===== config.mk =====
export PLATFORM = sky130hd
export DESIGN_NAME = pointer_allocation_tracker
export DESIGN_NICKNAME = d
export VERILOG_FILES = /design/src/rtl/pat_pkg.sv /design/src/rtl/pat_store.sv /design/src/rtl/pointer_allocation_tracker.sv
export SDC_FILE = /design/constraint.sdc
export NUM_CORES = 2
export LEC_CHECK = 0
export ABC_AREA = 0
export BUFFER_PORTS_ARGS = -buffer_cell sky130_fd_sc_hd__buf_2
export CORE_MARGIN = 2
export CORE_UTILIZATION = 45
export DETAILED_ROUTE_END_ITERATION = 10
export GPL_TIMING_DRIVEN = 0
export SLEW_MARGIN = 10
export SYNTH_ARGS = -nofsm -noshare
export SYNTH_HDL_FRONTEND = slang
export SYNTH_HIERARCHICAL = 1
export SYNTH_SLANG_ARGS = --single-unit
export TNS_END_PERCENT = 10

===== constraint.sdc =====
create_clock -name clock -period 13.2 [get_ports clock]
set_input_delay 0 -clock clock [delete_from_list [all_inputs] [get_ports clock]]
set_output_delay 0 -clock clock [all_outputs]
set_load 0.01 [all_outputs]

===== src/rtl/pat_pkg.sv =====
package pat_pkg;

   // Pool geometry
   localparam int ENTRIES     = 16;
   localparam int MAX_RESULTS = 16;
   localparam int ADDR_W      = (ENTRIES > 1) ? $clog2(ENTRIES) : 1;
   localparam int IDX_W       = $clog2(ENTRIES + 1);   // one extra code for null
   localparam int STEP_LIMIT  = (ENTRIES > MAX_RESULTS) ? ENTRIES : MAX_RESULTS;
   localparam int CNT_W       = $clog2(STEP_LIMIT + 1);
   localparam int POS_W       = 4;
   localparam int PTR_W       = 64;

   localparam logic [IDX_W-1:0] NIL = IDX_W'(ENTRIES);

   // Operation codes
   localparam logic [1:0] OP_RECORD  = 2'd0;
   localparam logic [1:0] OP_RELEASE = 2'd1;
   localparam logic [1:0] OP_LIST    = 2'd2;

   // Status codes
   localparam logic [2:0] ST_RECORDED  = 3'd0;
   localparam logic [2:0] ST_FULL      = 3'd1;
   localparam logic [2:0] ST_RELEASED  = 3'd2;
   localparam logic [2:0] ST_NOT_FOUND = 3'd3;
   localparam logic [2:0] ST_NULL      = 3'd4;
   localparam logic [2:0] ST_LISTED    = 3'd5;
   localparam logic [2:0] ST_EMPTY     = 3'd6;

   typedef struct packed {
      logic [1:0]       operation;
      logic [PTR_W-1:0] pointer_value;
   } pat_req_type;

   typedef struct packed {
      logic [2:0]       status;
      logic [PTR_W-1:0] listed_pointer;
      logic [POS_W-1:0] list_position;
      logic             last;
   } pat_rsp_type;

   // Link update command from the sequencer to the entry store
   typedef struct packed {
      logic             rec;   // take target off free list, push on in-use list
      logic             rel;   // unlink target from in-use list, push on free list
      logic [IDX_W-1:0] prev;  // in-use predecessor of target (NIL if head)
      logic [IDX_W-1:0] tgt;   // entry being moved
      logic [PTR_W-1:0] ptr;   // pointer stored on record
   } pat_upd_type;

endpackage


===== src/rtl/pat_store.sv =====
module pat_store (
   input  logic                     clock,
   input  logic                     reset,
   input  pat_pkg::pat_upd_type     upd,
   input  logic [pat_pkg::IDX_W-1:0] rd_idx,
   output logic [pat_pkg::PTR_W-1:0] rd_ptr,
   output logic [pat_pkg::IDX_W-1:0] rd_next,
   output logic [pat_pkg::IDX_W-1:0] free_head,
   output logic [pat_pkg::IDX_W-1:0] used_head
);
   import pat_pkg::*;

   logic [PTR_W-1:0] ptr_mem_ff [ENTRIES];
   logic [IDX_W-1:0] next_ff    [ENTRIES];
   logic [IDX_W-1:0] free_head_ff;
   logic [IDX_W-1:0] used_head_ff;
   logic             rd_ok;
   logic             prev_ok;

   assign rd_ok   = (rd_idx < NIL);
   assign prev_ok = (upd.prev < NIL);

   // single read port, shared by record (free head) and walk (current entry)
   assign rd_ptr  = rd_ok ? ptr_mem_ff[rd_idx[ADDR_W-1:0]] : '0;
   assign rd_next = rd_ok ? next_ff[rd_idx[ADDR_W-1:0]]    : NIL;

   assign free_head = free_head_ff;
   assign used_head = used_head_ff;

   always_ff @(posedge clock) begin
      if (reset) begin
         for (int i = 0; i < ENTRIES; i++) begin
            next_ff[i] <= IDX_W'(i + 1);
         end
         free_head_ff <= '0;
         used_head_ff <= NIL;
      end else begin
         if (upd.rec) begin
            free_head_ff                  <= rd_next;
            next_ff[upd.tgt[ADDR_W-1:0]]  <= used_head_ff;
            used_head_ff                  <= upd.tgt;
         end
         if (upd.rel) begin
            if (prev_ok) begin
               next_ff[upd.prev[ADDR_W-1:0]] <= rd_next;
            end else begin
               used_head_ff <= rd_next;
            end
            next_ff[upd.tgt[ADDR_W-1:0]] <= free_head_ff;
            free_head_ff                 <= upd.tgt;
         end
      end
   end

   // pointer payload, no reset
   always_ff @(posedge clock) begin
      if (upd.rec) begin
         ptr_mem_ff[upd.tgt[ADDR_W-1:0]] <= upd.ptr;
      end
   end

endmodule


===== src/rtl/pointer_allocation_tracker.sv =====
// Pointer allocation tracker: a pool of ENTRIES (16) entries, each on either the
// free list or the in-use list. A record transaction is accepted from idle, then
// updates the lists and returns RECORDED (or FULL) once the output register is
// free. A release walks the in-use list newest first, one entry per cycle through
// a single 64-bit comparator, and relinks when the RELEASED result enters the
// output register. A list transaction returns one result per cycle while the
// output is not stalled, newest first, at most 16, the final one flagged last; an
// empty pool gives a single EMPTY result. The block takes no new request while a
// transaction is in progress; results sit in an output register, so a stalled
// result only holds the sequencer when the next result is ready. Operation code 3
// is accepted and produces nothing.
module pointer_allocation_tracker (
   input  logic                 clock,
   input  logic                 reset,
   input  logic                 req_valid,
   output logic                 req_stall,
   input  pat_pkg::pat_req_type req_payload,
   output logic                 rsp_valid,
   input  logic                 rsp_stall,
   output pat_pkg::pat_rsp_type rsp_payload
);
   import pat_pkg::*;

   typedef enum logic [1:0] {
      S_IDLE,
      S_RECORD,
      S_RELEASE,
      S_LIST
   } state_type;

   state_type        state_ff, state_in;
   logic [PTR_W-1:0] ptr_ff, ptr_in;
   logic [IDX_W-1:0] cur_ff, cur_in;
   logic [IDX_W-1:0] prev_ff, prev_in;
   logic [CNT_W-1:0] count_ff, count_in;
   logic             rsp_valid_ff, rsp_valid_in;
   pat_rsp_type      rsp_payload_ff, rsp_payload_in;

   pat_upd_type      upd;
   logic [IDX_W-1:0] rd_idx;
   logic [PTR_W-1:0] rd_ptr;
   logic [IDX_W-1:0] rd_next;
   logic [IDX_W-1:0] free_head;
   logic [IDX_W-1:0] used_head;

   logic             slot_free;
   logic             cur_valid;
   logic             hit;
   logic             emit;
   pat_rsp_type      emit_rsp;

   pat_store u_store (
      .clock     (clock),
      .reset     (reset),
      .upd       (upd),
      .rd_idx    (rd_idx),
      .rd_ptr    (rd_ptr),
      .rd_next   (rd_next),
      .free_head (free_head),
      .used_head (used_head)
   );

   // output register can take a new result this cycle
   assign slot_free = !rsp_valid_ff || !rsp_stall;
   assign req_stall = (state_ff != S_IDLE);

   // record reads the free head, release and list read the walk cursor
   assign rd_idx    = (state_ff == S_RECORD) ? free_head : cur_ff;
   assign cur_valid = (cur_ff < NIL);

   // the shared comparator
   assign hit = (rd_ptr == ptr_ff);

   always_comb begin
      state_in = state_ff;
      ptr_in   = ptr_ff;
      cur_in   = cur_ff;
      prev_in  = prev_ff;
      count_in = count_ff;
      upd      = '0;
      upd.prev = prev_ff;
      upd.tgt  = rd_idx;
      upd.ptr  = ptr_ff;
      emit     = 1'b0;
      emit_rsp = '0;
      emit_rsp.last = 1'b1;

      case (state_ff)
         S_IDLE: begin
            if (req_valid) begin
               ptr_in   = req_payload.pointer_value;
               cur_in   = used_head;
               prev_in  = NIL;
               count_in = '0;
               case (req_payload.operation)
                  OP_RECORD:  state_in = S_RECORD;
                  OP_RELEASE: state_in = S_RELEASE;
                  OP_LIST:    state_in = S_LIST;
                  default:    state_in = S_IDLE;
               endcase
            end
         end

         S_RECORD: begin
            if (slot_free) begin
               emit = 1'b1;
               if (free_head < NIL) begin
                  upd.rec         = 1'b1;
                  emit_rsp.status = ST_RECORDED;
               end else begin
                  emit_rsp.status = ST_FULL;
               end
               state_in = S_IDLE;
            end
         end

         S_RELEASE: begin
            if (ptr_ff == '0) begin
               if (slot_free) begin
                  emit            = 1'b1;
                  emit_rsp.status = ST_NULL;
                  state_in        = S_IDLE;
               end
            end else if (!cur_valid || count_ff == CNT_W'(ENTRIES)) begin
               if (slot_free) begin
                  emit            = 1'b1;
                  emit_rsp.status = ST_NOT_FOUND;
                  state_in        = S_IDLE;
               end
            end else if (hit) begin
               // unlink and free in the same cycle as the result goes out
               if (slot_free) begin
                  upd.rel         = 1'b1;
                  emit            = 1'b1;
                  emit_rsp.status = ST_RELEASED;
                  state_in        = S_IDLE;
               end
            end else begin
               prev_in  = cur_ff;
               cur_in   = rd_next;
               count_in = count_ff + 1'b1;
            end
         end

         S_LIST: begin
            if (slot_free) begin
               emit = 1'b1;
               if (!cur_valid) begin
                  emit_rsp.status = ST_EMPTY;
                  state_in        = S_IDLE;
               end else begin
                  emit_rsp.status         = ST_LISTED;
                  emit_rsp.listed_pointer = rd_ptr;
                  emit_rsp.list_position  = count_ff[POS_W-1:0];
                  emit_rsp.last           = !(rd_next < NIL) ||
                                            (count_ff == CNT_W'(MAX_RESULTS - 1));
                  cur_in   = rd_next;
                  count_in = count_ff + 1'b1;
                  if (emit_rsp.last) begin
                     state_in = S_IDLE;
                  end
               end
            end
         end

         default: begin
            state_in = S_IDLE;
         end
      endcase

      rsp_valid_in   = slot_free ? emit : rsp_valid_ff;
      rsp_payload_in = (slot_free && emit) ? emit_rsp : rsp_payload_ff;
   end

   always_ff @(posedge clock) begin
      if (reset) begin
         state_ff     <= S_IDLE;
         rsp_valid_ff <= 1'b0;
      end else begin
         state_ff     <= state_in;
         rsp_valid_ff <= rsp_valid_in;
      end
      ptr_ff         <= ptr_in;
      cur_ff         <= cur_in;
      prev_ff        <= prev_in;
      count_ff       <= count_in;
      rsp_payload_ff <= rsp_payload_in;
   end

   assign rsp_valid   = rsp_valid_ff;
   assign rsp_payload = rsp_payload_ff;

endmodule

# ---- Word-level counts from Yosys, hierarchy flattened
# Memories as Yosys holds them, arrays and structs flattened.
# Cells that the tools add are included.
dict set report op_classes {
  n_addsub 1
  magnitude_cmp 5
  eq_ne 17
  mux 80
  n_bitwise 4
  n_reduce_logical 23
}
# op n
set op_table {}
lappend op_table {{$mux 5} 26}
lappend op_table {{$mux 72} 1}
lappend op_table {{$mux 69} 1}
lappend op_table {{$eq 64x64->1} 1}
lappend op_table {{$logic_not 64->1} 1}
lappend op_table {{$mux 64} 1}
lappend op_table {{$pmux 5 s3} 2}
lappend op_table {{$mux 1} 26}
lappend op_table {{$lt 5x5->1 const B} 5}
lappend op_table {{$mux 2} 12}
lappend op_table {{$mux 3} 4}
lappend op_table {{$ne 2x2->1 const B} 6}
lappend op_table {{$pmux 5 s2} 1}
lappend op_table {{$reduce_or 5->1} 2}
lappend op_table {{$pmux 3 s3} 1}
lappend op_table {{$mux 4} 2}
lappend op_table {{$pmux 2 s4} 1}
lappend op_table {{$reduce_and 7->1} 1}
lappend op_table {{$eq 2x2->1 const B} 3}
lappend op_table {{$pmux 2 s3} 1}
lappend op_table {{$reduce_bool 2->1} 3}
lappend op_table {{$add 5x1->5 const B} 1}
lappend op_table {{$eq 5x4->1 const B} 1}
lappend op_table {{$eq 5x5->1 const B} 1}
lappend op_table {{18 further kinds} 26}
dict set report totals {
  reg_bits 164
  ramBits 1104
  inputBits 70
  output_inout_bits 74
  elab_cells 144
  memories 2
}
# name words word_bits rd rd_ports_with_merged_regs write_ports line
set memory_table {}
lappend memory_table {u_store.ptr_mem_ff 16 64 1 0 1 pat_store.sv:13} ;# logic [PTR_W-1:0] ptr_mem_ff [ENTRIES];
lappend memory_table {u_store.next_ff 16 5 1 0 16 pat_store.sv:14} ;# logic [IDX_W-1:0] next_ff [ENTRIES];

# ---- Logic depth before layout (Yosys ltp)
dict set report depth {
  depth_word 17
  mapped_depth 23
  mapped_depth_nobuf 17
}

# ---- By module
# The synthesis kept the hierarchy.
# mod n_inst cells_per_inst area_per_inst_um2 seq_area_each_um2
set modules_own_cells {}
lappend modules_own_cells {pat_store 1 1961 43867.1 33352.0}
lappend modules_own_cells {pointer_allocation_tracker 1 430 6586.3 4594.4}

# ---- Least setup slack after synthesis
# No wires, ideal clock.
dict set report synth_timing {
  path_kind {flip-flop to flip-flop}
  startpoint {register state_ff[1]}
  endpoint {register rsp_payload_ff (netlist bit rsp_payload[0]), enable pin}
  arrival_ns 7.369
  required_time_ns 12.674
  slack_ns 5.305
  path_stages_with_launch 17
  synth_period_minus_slack_ns 7.895
  path_cell_list {dfxtp_1 inv_1 ha_1 buf_6 mux2_2 buf_2 clkbuf_1 buf_1 mux4_2 mux4_2 nor2b_1 xor2_1 nor4_1 nand4_1 nor4_4 o31ai_2 a21oi_1}
}
dict set report synth_via {
  elab_chain_cells 10
  word_cells_on_any_way 14
  cone_classes {1 x order compare; 4 x eq/ne; 6 x mux; 2 x reduce/logical; 1 x memory}
}
# item line
set synth_rtl {}
lappend synth_rtl {{start, declared} pointer_allocation_tracker.sv:31} ;# state_type state_ff, state_in;
lappend synth_rtl {{start signal, assigned} pointer_allocation_tracker.sv:180} ;# state_ff <= state_in;
lappend synth_rtl {{$eq 2x1->1 *} pointer_allocation_tracker.sv:68} ;# assign rd_idx = (state_ff == S_RECORD) ? free_head : cur_ff;
lappend synth_rtl {{$mux 5 *} pointer_allocation_tracker.sv:68}
lappend synth_rtl {{named net rd_idx[2]} pointer_allocation_tracker.sv:40} ;# logic [IDX_W-1:0] rd_idx;
lappend synth_rtl {{$mem_v2 16x64 or $lt 5x5->1 (tied branches)} --}
lappend synth_rtl {{$mux 64 *} pat_store.sv:24} ;# assign rd_ptr = rd_ok ? ptr_mem_ff[rd_idx[ADDR_W-1:0]] : '0;
lappend synth_rtl {{named net rd_ptr[18]} pointer_allocation_tracker.sv:41} ;# logic [PTR_W-1:0] rd_ptr;
lappend synth_rtl {{$eq 64x64->1 *} pointer_allocation_tracker.sv:72} ;# assign hit = (rd_ptr == ptr_ff);
lappend synth_rtl {{$mux 1 *} pointer_allocation_tracker.sv:130} ;# end else if (hit) begin
lappend synth_rtl {{$mux 1 *} pointer_allocation_tracker.sv:124} ;# end else if (!cur_valid || count_ff == CNT_W'(ENTRIES)) begin
lappend synth_rtl {{$mux 1 *} pointer_allocation_tracker.sv:118} ;# if (ptr_ff == '0) begin
lappend synth_rtl {{$pmux 1 s2 *} pointer_allocation_tracker.sv:88} ;# case (state_ff)
lappend synth_rtl {{$logic_and 1x1->1 *} pointer_allocation_tracker.sv:172} ;# rsp_payload_in = (slot_free && emit) ? emit_rsp : rsp_payload_ff;
lappend synth_rtl {{end signal, assigned} pointer_allocation_tracker.sv:187} ;# rsp_payload_ff <= rsp_payload_in;
lappend synth_rtl {{end, declared} pointer_allocation_tracker.sv:37} ;# pat_rsp_type rsp_payload_ff, rsp_payload_in;
# The timed path passes the listed nets; every way through them passes the cells marked *.
# A chain may end at the register's enable or synchronous reset.

==> flow_summary.yaml <==
status:
  run_status: "finished clean"
cts:
  cts_made_buffers: 132
  cts_tree: "built"
  cts_setup_buffers: 0
  cts.reportedPaths.clkPinSlew_ns: 0.06
  htreeDepth: 4
  cts.repair.resized: 0
  clk_latency_ns: 0.75
  clk_path_buf_depth: 3
  clock-sinks: 1268
  root_buffer: "clkbuf_16"
sta:
  fmax_mhz: 106
  fin_crit_ns: 9.44
  hold_viol: 0
  worst_slew_pin_slew_ns: 1.28
  rsz0062_at_grt: "no"
  skew_ns: 0.0253
  final-max-slew-violation-count: 0
  fin_ws_ns: 3.76
  max_slew_margin: 0.145
  post-route-period-util: 0.715
  setup_violations: 0
layout:
  nets: 2940
  stdcell_count: 4448
  fillerInstances: 8623
  fin_util: 0.540
  area_growth_pct: 18.7
  drive_gt1_frac: 0.277
synthesis:
  synth_warnings: 6
  synth_top_area_share: 0.747
  synthArstFlopShare: 0
  syn_inst: 2391
  synth_seq_cells: 1268
  synth_area_mm2: 0.0505
  syn_nets: 2472
  ys_seq_area_frac: 0.752
  syn_area_per_cell_um2: 21.1
  post-synth-top-area-cell: "edfxtp_1"
  yosys-top-cells-area: "edfxtp_1 (75%), mux4_2 (14%), xor2_1 (1.2%)"
  ys_types: 65
  synth_edf_count: 1255
  synth_ff_type: "edfxtp_1"
route:
  wl_um: 141000
  drt_iter0_drc: 3082
  vias_per_cell: 5.99
  ant_nets: 0
  first_pass_iters: 5
  dr_total_vias: 26700
  drc_errors: 0
  wl_per_cell_um: 31.6
die:
  dieHeight_um: 339
  coreArea_mm2: 0.111
  pin_count: 144
  row_count: 122
  dieWidth_um: 339
  start_util: 0.455
  dieArea_mm2: 0.115
worst_setup_path:
  max_stage_delay_ns: 0.89
  timing.critical_path.buf_inv: 5
  endpoint_kind: "flop"
  cp_data_arrival_time_ns: 9.86
  slowest_stage: "clkbuf_1"
  crit_fanout: 10
  crit_type: "flop to flop"
  crit_path_cell_trace: "inv_1 -> ha_1 -> buf_6 -> mux2_2 -> buf_2 -> clkbuf_1 -> clkbuf_1 -> mux4_2 -> mux4_2 -> nor2b_1 -> xor2_1 -> nor4_1 -> nand4_1 -> nor4_4 -> nand2_1 -> nor3_1 -> nor3b_1 -> o41ai_2 -> or3b_2 -> nor2_1 -> or3_1"
  worstPathRequired_ns: 13.62
  crit_family: "simple AND/OR/NAND/NOR gates"
  startpoint_type: "flop"
grt:
  grt_overflow: 0
  grt_pass1_vias: 27500
  grt_max_degree: 35
  grt_usage: 0.246
  antenna_found_initial: 4
  grt_pass1_wl_um: 199000
pwr:
  leakagePower_nw: 19.0
  power.density_mw_per_mm2: 166
  ir_drop_mv: 0.124
placed_design:
  dp_slack_ns: 3.76
  portBuffers: 143
  dp_hpwl_um: 92600
  place_inst: 4085
  place.gp.congestion: 0.936
min_path:
  hold_class: "input port to flop"
flow_run:
  cap_violations: 0
-- state kept, by name (all words and copies together) (netlist names), 2 cells and up --
signal	flops
cur_ff	5
state_ff	2
prev_ff	5
u_store/used_head	5
rsp_payload	72
ptr_ff	64
u_store/free_head	5
count_ff	5
u_store/ptr_mem_ff	1024
u_store/next_ff	80
-- cell usage after synthesis (5+ instances only) --
cell,instances
edfxtp_1,1255
mux4_2,323
nor2b_1,75
and2_1,74
xor2_1,69
clkbuf_1,53
nor2_1,51
nand2_1,50
o22ai_1,46
buf_2,36
nor4_1,33
mux2_2,26
mux2i_1,26
a21oi_1,22
buf_1,22
a22oi_1,20
nand2b_1,18
a32oi_1,17
inv_1,14
nor3_1,14
or3_1,14
dfxtp_1,13
buf_6,12
ha_1,11
nor3b_1,9
nand4_1,8
a22o_1,5
nand3_1,5
or2_2,5
-- per-layer routing --
metal,routed length [um],GRT usage,up-vias
li1,-,-,10900
met4,4050,0.0782,0
met1,57200,0.341,14300
met5,0,0,-
met3,10100,0.0397,217
met2,69400,0.401,1280
-- repair_timing --
item	4_1_cts	5_1_grt
endpoints found under the hold margin	118	0
endpoints found under the setup margin	0	0
hold buffers	128	0
-- placed cells by master, fill, tap and decap left out, drive strengths merged, types with 17 or more instances in the layout --
cell	synthesis	layout
a22oi	20	20
nand2b	18	18
nor2	51	51
edfxtp	1255	1255
nor2b	75	75
a21oi	22	22
xor2	69	69
mux4	323	323
clkbuf	54	210
and2	75	75
nand2	50	50
nor4	35	35
inv	15	26
dlygate4sd3	0	128
mux2i	26	26
o22ai	46	46
clkinv	0	57
buf	74	280
mux2	27	27
a32oi	17	17
-- power by group --
group / internal (mW) / total, mW / switching [mW]
Sequential: 4.57 / 4.69 / 0.119
Combinational: 0.712 / 1.66 / 0.949
Clock: 2.04 / 3.57 / 1.53
-- through the flow --
stage                     setup TNS (ns)  hold WS [ns]  area (um2)  total power [mW]
after floorplan                        0        0.0662       50500              5.76
after global placement            -28.90         0.177       53000              6.37
after detailed placement               0         0.178       54500              6.41
after CTS                              0       0.00362       59900              9.99
after global routing                   0        0.0260       59900              10.2
final                                  0        0.0321       59900              9.92
-- final timing paths --
check | start | end | slack [ns] | cells past startpoint
max | state_ff[1] | u_store/next_ff[14][3] | 3.76 | 21
min reg2reg | state_ff[1] | state_ff[1] | 0.54 | 2
max reg2reg | state_ff[1] | u_store/next_ff[14][3] | 3.76 | 21
min | req_payload[9] | ptr_ff[9] | 0.03 | 2
-- cells by family (layout without fill, tap and decap cells) --
| kind of cell | Yosys count | in the layout | synth area share |
|---|---|---|---|
| muxes | 376 | 376 | 0.155 |
| adders and majority gates | 11 | 11 | 0.00273 |
| DFF | 1268 | 1268 | 0.752 |
| xor gates and xnor gates | 70 | 70 | 0.0122 |
| AOI/OAI and AO/OA | 154 | 154 | 0.0225 |
| other | 0 | 2 | 0 |
| buffers and inverters | 143 | 710 | 0.0138 |
| and+or+nand+nor | 369 | 369 | 0.0413 |
-- final cells by class --
| cell class | count | area, um2 | share of cell area |
|---|---|---|---|
| well taps | 1488 | 1860 | 0.0311 |
| plain buffers | 128 | 639 | 0.0107 |
| clock buffers | 156 | 3440 | 0.0574 |
| multi-input cells | 980 | 12000 | 0.200 |
| flip-flops and latches | 1268 | 37900 | 0.634 |
| repair buffers | 334 | 3360 | 0.0562 |
| diodes | 2 | 5.00 | 0.0000836 |
| inverters | 15 | 56.3 | 0.000940 |
| clock inverters | 77 | 631 | 0.0105 |
Note: power is estimated with default switching activity, not from simulation.
